**src/hw/rtl/ptc_pkg.sv**
```systemverilog
// ----------------------------------------------------------------------------
// ptc_pkg: shared types and constants
// Calibration word layout, the item passed from the front part to the back
// part, register indexes and datapath widths.
// ----------------------------------------------------------------------------
package ptc_pkg;

  // Register indexes of the configuration port.
  localparam logic [1:0] REG_TEMP    = 2'd0;
  localparam logic [1:0] REG_PRESS_A = 2'd1;
  localparam logic [1:0] REG_PRESS_B = 2'd2;
  localparam logic [1:0] REG_PRESS_C = 2'd3;

  localparam int CFG_W   = 48;
  localparam int RAW_W   = 20;
  localparam int TEMP_W  = 18;
  localparam int FINE_W  = 24;
  localparam int PRESS_W = 32;

  // Width of the signed dividend and divisor of the pressure division.
  localparam int WN = 82;
  localparam int WD = 44;

  // Digit width of the multi-cycle multiplier.
  localparam int MUL_DW = 16;

  // Default depth of the queue between the front and the back part.
  localparam int QUEUE_DEPTH = 4;

  typedef struct packed {
    logic        [15:0] t1;
    logic signed [15:0] t2;
    logic signed [15:0] t3;
    logic        [15:0] p1;
    logic signed [15:0] p2;
    logic signed [15:0] p3;
    logic signed [15:0] p4;
    logic signed [15:0] p5;
    logic signed [15:0] p6;
    logic signed [15:0] p7;
    logic signed [15:0] p8;
    logic signed [15:0] p9;
  } coeffs_t;

  typedef struct packed {
    logic signed [WN-1:0]     num;
    logic signed [WD-1:0]     den;
    logic                     bad;
    logic signed [TEMP_W-1:0] tc;
    logic signed [FINE_W-1:0] tf;
  } mid_item_t;

endpackage

```
**src/hw/rtl/ptc_queue.sv**
```systemverilog
// ----------------------------------------------------------------------------
// ptc_queue: short register queue
// Decouples the front part from the back part so that each can stall alone.
// ----------------------------------------------------------------------------
module ptc_queue #(
  parameter int W     = 8,
  parameter int DEPTH = ptc_pkg::QUEUE_DEPTH
) (
  input  logic         clk,
  input  logic         rst,
  input  logic         push,
  input  logic [W-1:0] din,
  output logic         full,
  input  logic         pop,
  output logic [W-1:0] dout,
  output logic         empty
);

  localparam int AW = (DEPTH > 1) ? $clog2(DEPTH) : 1;
  localparam int CW = $clog2(DEPTH + 1);

  logic [W-1:0]  mem [DEPTH];
  logic [AW-1:0] wp, rp;
  logic [CW-1:0] cnt;

  assign full  = (cnt == CW'(DEPTH));
  assign empty = (cnt == '0);
  assign dout  = mem[rp];

  always_ff @(posedge clk) begin
    if (rst) begin
      wp  <= '0;
      rp  <= '0;
      cnt <= '0;
    end else begin
      if (push) begin
        wp <= (wp == AW'(DEPTH - 1)) ? '0 : wp + 1'b1;
      end
      if (pop) begin
        rp <= (rp == AW'(DEPTH - 1)) ? '0 : rp + 1'b1;
      end
      if (push && !pop) begin
        cnt <= cnt + 1'b1;
      end else if (pop && !push) begin
        cnt <= cnt - 1'b1;
      end
    end
  end

  always_ff @(posedge clk) begin
    if (push) begin
      mem[wp] <= din;
    end
  end

endmodule

```
**config.mk**
```make
export PLATFORM = sky130hd
export DESIGN_NAME = ptc_queue
export DESIGN_NICKNAME = d
export VERILOG_FILES = /design/src/hw/rtl/ptc_pkg.sv /design/src/hw/rtl/ptc_queue.sv
export SDC_FILE = /design/constraint.sdc
export NUM_CORES = 1
export LEC_CHECK = 0
export BUFFER_PORTS_ARGS = -buffer_cell sky130_fd_sc_hd__buf_4
export CAP_MARGIN = 0
export CELL_PAD_IN_SITES_DETAIL_PLACEMENT = 0
export CELL_PAD_IN_SITES_GLOBAL_PLACEMENT = 2
export CORE_UTILIZATION = 41
export CTS_CLUSTER_SIZE = 30
export DETAILED_ROUTE_END_ITERATION = 8
export MAX_ROUTING_LAYER = met4
export PLACE_DENSITY_LB_ADDON = 0.1
export SLEW_MARGIN = 20
export SYNTH_ARGS = -nofsm -noshare
export SYNTH_HDL_FRONTEND = slang
export SYNTH_SLANG_ARGS = --single-unit
export TNS_END_PERCENT = 100
```
**constraint.sdc**
```tcl
create_clock -name clk -period 2.1 [get_ports clk]
set_clock_uncertainty 0.1 [all_clocks]
set_input_delay 0 -clock clk [delete_from_list [all_inputs] [get_ports clk]]
set_output_delay 0 -clock clk [all_outputs]
set_load 0.005 [all_outputs]
```
# Word level (Yosys, flattened, before mapping)
# Memory sizes are Yosys's and may differ from the RTL's. A register that Yosys moved wholly into a read port is not among the register bits.
# Cells that the tools add are included.
# Widths: inputs -> output; s select.
[totals]
memories = 1
wordCells = 25
output_inout_bits = 10
ramBits = 32
reg_bits = 7
[mem_list]
columns = ["memory", "words", "word_bits", "rd", "rd_ports_with_merged_regs", "wr", "line", "source"]
rows = [
  ["mem", 4, 8, 1, 1, 1, "ptc_queue.sv:22", "logic [W-1:0] mem [DEPTH];"],
]
[classes]
reduce_logical = 6
addsub = 4
n_eq_ne = 3
mux = 8
[op_table]
columns = ["op", "n"]
rows = [
  ["$mux 2", 4],
  ["$mux 3", 2],
  ["$add 2x1->2 const B", 2],
  ["$eq 2x2->1 const B", 2],
  ["$add 3x1->3 const B", 1],
  ["$eq 3x3->1 const B", 1],
  ["$logic_not 3->1", 1],
  ["$sub 3x1->3 const B", 1],
  ["$logic_and 1x1->1", 2],
  ["$logic_not 1->1", 2],
  ["$mux 1", 2],
  ["$reduce_bool 2->1", 1],
]

# Depth between registers and ports, before layout
[depth]
ltp_word = 4
mapped_depth = 7

# Least setup slack after synthesis
# No wires, ideal clock.
[synth_timing]
path_type = "register to register"
from = "register cnt[0]"
to = "register cnt[2]"
stages_incl_launch_ff = 5
arrival_time_ns = 1.322
setup_ns = 0.070
required_time_ns = 1.930
synth_period_minus_slack_ns = 1.491
path_slack_ns = 0.609
path_cell_list = "dfxtp_1 -> fa_1 -> xor2_1 -> or3_1 -> a21oi_1"
[synth_between]
elab_chain_cells = 3
[synth_rtl]
columns = ["item", "line", "source"]
rows = [
  ["start, declared", "ptc_queue.sv:24", "logic [CW-1:0] cnt;"],
  ["start signal, assigned", "ptc_queue.sv:43", "cnt <= cnt + 1'b1;"],
  ["start signal, assigned", "ptc_queue.sv:45", "cnt <= cnt - 1'b1;"],
  ["$sub 3x1->3", "ptc_queue.sv:45", ""],
  ["$mux 3", "ptc_queue.sv:44", "end else if (pop && !push) begin"],
  ["$mux 3 (*)", "ptc_queue.sv:42", "if (push && !pop) begin"],
]
# Every way passes the cells marked *; elsewhere a longest branch is shown, timed or not. The select of a mux whose other input is x is not followed.
# A chain may end at the register's enable or synchronous reset.

# Final worst setup path
[layout_timing]
from = "input port pop"
to = "register cnt[2]"
[layout_between]
elab_chain_cells = 3
[layout_rtl]
columns = ["item", "line", "source"]
rows = [
  ["start, declared", "ptc_queue.sv:14", "input logic pop,"],
  ["$logic_not 1->1", "ptc_queue.sv:42", ""],
  ["$logic_and 1x1->1", "ptc_queue.sv:42", ""],
  ["$mux 3 or $reduce_bool 2->1 (tied branches)", "-", ""],
]
# Several ways; a longest one is shown, not always the timed one.

==> metrics.md <==
| Metric | Value |
|---|---|
| Maximum VDD drop | `0.000322 V` |
| Synth cell types | `17` |
| Worst slew pin tran | `between 0.5 and 0.6 ns` |
| # diodes | `0` |
| #FFs+latches synth | `a little over 40` |
| Root buffer cell | `clkbuf_8` |
| R2R Setup Slk | `0.54 ns` |
| RSZ-0062 raised after global routing | `no` |
| Switching power | `0.367 mW` |
| Syn avg cell area | `~19 µm²` |
| TritonCTS Buffers | `5` |
| Clk_lat worst skew | `approximately 0.28 ns` |
| Routability cong. | `~0.69` |
| Critical path type | `in2reg` |
| Sw frac | `around 22%` |
| Via count | `823` |
| CP Capture Point | `cnt[2]` |
| Area Growth Syn to Fin | `24.7%` |
| Die Y | `between 60 and 70 µm` |
| Cell Count, Final, Fillers Out | `around 170` |
| Mapped Nets | `about 110` |
| Final wirelength | `between 2000 and 2500 µm` |
| Share of cells above drive strength 1 | `between 20% and 30%` |
| Pwr dens | `825 nW/µm²` |
| Util after Layout | `54.0%` |
| Core ar. | `3690 µm²` |
| Worst hold path type | `in2reg` |
| Final Net Count | `142` |
| DIE AREA | `between 4000 and 5000 µm²` |
| DP Area | `between 1500 and 2000 µm²` |
| Worst R2R Start | `cnt[0]` |
| Drt drc | `0` |
| Synth Instances | `86` |
| Netlist Area Pre-Place | `between 1500 and 2000 µm²` |
| RR Endpoint | `cnt[2]` |
| Fin crit share | `between 80% and 90%` |
| Multi-input gate area | `between 400 and 500 µm²` |
| Yosys top cell area share | `between 60% and 70%` |
| Die Wd | `approximately 64 µm` |
| Max cap viols | `0` |
| Register area | `roughly 1100 µm²` |
| Row count | `22` |
| Sequential-to-total area share from yosys stat | `~70%` |
| Final Slew Violations | `0` |
| First-pass GRT wire length | `4080 µm` |
| GR Util All Layers | `between 10% and 20%` |
| IO Pins | `22` |
| Power share of the clock group | `between 20% and 30%` |
| Synth area leader | `edfxtp_1` |
| Combinational Power Share | `between 10 and 15%` |
| Cell count after placement | `between 150 and 200` |
| CP Capture Type | `flip-flop` |
| Syn. warnings | `0` |
| Worst slack, placed | `~0.53 ns` |
| Cells on worst reg2reg path | `4` |
| Max clock buf depth | `2` |
| Setup bufs post-CTS | `0` |
| Vias in the first global route | `a little under 900` |
| CP Data Required Time | `about 2.2 ns` |
| Crit-path max FO | `3` |
| Largest net degree at the start of global routing | `13` |
| Avg WL per Cell | `14.4 µm` |
| TritonCTS Sinks | `between 40 and 50` |
| Pre-antenna DRT Iters | `4` |
| Initial antenna violation count | `0` |
| Hold wc startpoint | `din[6]` |
| Clock transition at path regs | `approximately 0.070 ns` |
| Number of routed nets with antenna violations | `0` |
| Via density | `4.78` |
| DR iter-0 viols | `24` |
| PortBufs | `21` |
| Dominant cells by area after synthesis | `edfxtp_1, dfxtp_1, mux4_2` |
| Final hold slack | `around 0.35 ns` |
| CP startpoint | `pop` |
| Minimum clock period | `around 1.8 ns` |
| Leak | `between 0.7 and 0.8 nW` |
| Fmax | `between 0.5 and 0.6 GHz` |
| P_int | `between 1 and 1.5 mW` |
| Final setup viols | `0` |
| Total Power | `roughly 1.6 mW` |
| Total congestion overflow | `0` |
| Worst EP arrival | `1.95 ns` |
| Final hold viol count | `0` |
| CTS tree | `built` |
| Fillcell total | `between 300 and 400` |
| H-Tree Depth | `2` |
| Finished Cell Area | `1990 µm²` |
| Outcome | `finished, final reports clean` |
| Relative slew margins | `about two thirds` |
| Final setup TNS | `0 ns` |
| Flop pwr share | `58.3%` |
| Type of origin of the critical path | `input pin` |
| Initial Utilization | `about 43%` |
| Setup ws final | `0.275 ns` |
sequential cells by signal (all words and copies together) (netlist names), named ones only:
signal	cells
cnt	3
rp	2
mem	32
wp	2
routing by layer:
| layer | share of wire [%] | routed length [µm] | up-vias | GRT usage (%) |
|---|---|---|---|---|
| li1 | - | - | 398 | - |
| met1 | 46 | 1140 | 403 | 15.7 |
| met2 | 49 | 1200 | 20 | 22.9 |
| met3 | 4.9 | 120 | 2 | 4.75 |
| met4 | 0.28 | 7 | 0 | 5.83 |
| met5 | 0 | 0 | - | - |
what timing repair did:
item | 4_1_cts | 5_1_grt
hold buffers | 11 | 0
resized for setup | 0 | 0
endpoints found under the hold margin | 41 | 0
cells in the mapped netlist, drive strengths merged:
cell    count
a21oi       2
and2        4
buf         1
clkbuf      1
dfxtp       9
edfxtp     32
fa          1
ha          6
inv         4
mux2i       4
mux4        8
nor2        7
nor3        1
nor3b       2
o21ai       1
or3         1
xor2        2
kinds of logic after synthesis:
group | count (synthesis) | synth area share (%)
compound gates | 3 | 0.939
xor+xnor | 2 | 1.10
fa+ha+maj | 7 | 5.95
buf+inv | 6 | 1.96
flops | 41 | 71.4
mux | 12 | 13.8
simple gates | 15 | 4.85
layout by cell type (no fill, tap or decap), drive strengths merged:
cell type    instances
clkinv               2
dlygate4sd3         11
o21ai                1
inv                  4
clkbuf               6
xor2                 2
ha                   6
mux2i                4
and2                 4
dfxtp                9
or3                  1
edfxtp              32
mux4                 8
nor2                 7
buf                 21
a21oi                2
nor3                 1
fa                   1
nor3b                2
worst min-delay path by stage:
stage          cells after the start  slack, ns        end
4_1_cts                            2       0.34  mem[2][4]
2_1_floorplan                      1      -0.03     cnt[2]
5_1_grt                            2       0.35  mem[1][6]
3_5_place_dp                       1       0.10  mem[0][5]
3_3_place_gp                       1        0.1  mem[0][3]
6_report                           2       0.35  mem[2][6]
worst max-delay path, stage by stage:
cell	delay [ns]
dlygate4sd3_1	0.53
buf_4	0.14
inv_1	0.07
ha_1	0.18
inv_1	0.06
fa_1	0.37
xor2_1	0.16
or3_1	0.31
a21oi_1	0.14
area by class of cell:
type | instances | share of cell area [%]
Clock buffer | 6 | 3.64
Clock inverter | 2 | 0.503
Inverter | 4 | 0.754
Multi-Input combinational cell | 39 | 21.4
Sequential cell | 41 | 57.3
Tap cell | 48 | 3.02
Timing Repair Buffer | 32 | 13.4
power groups by stage:
stage / clock network [mW] / registers, mW / logic, mW
after global placement: 0 / 0.975 / 0.184
after floorplan: 0 / 0.959 / 0.114
after global routing: 0.535 / 0.964 / 0.225
final: 0.483 / 0.958 / 0.202
after detailed placement: 0 / 0.977 / 0.189
after CTS: 0.494 / 0.959 / 0.206
Note: power is estimated with default switching activity, not from simulation.
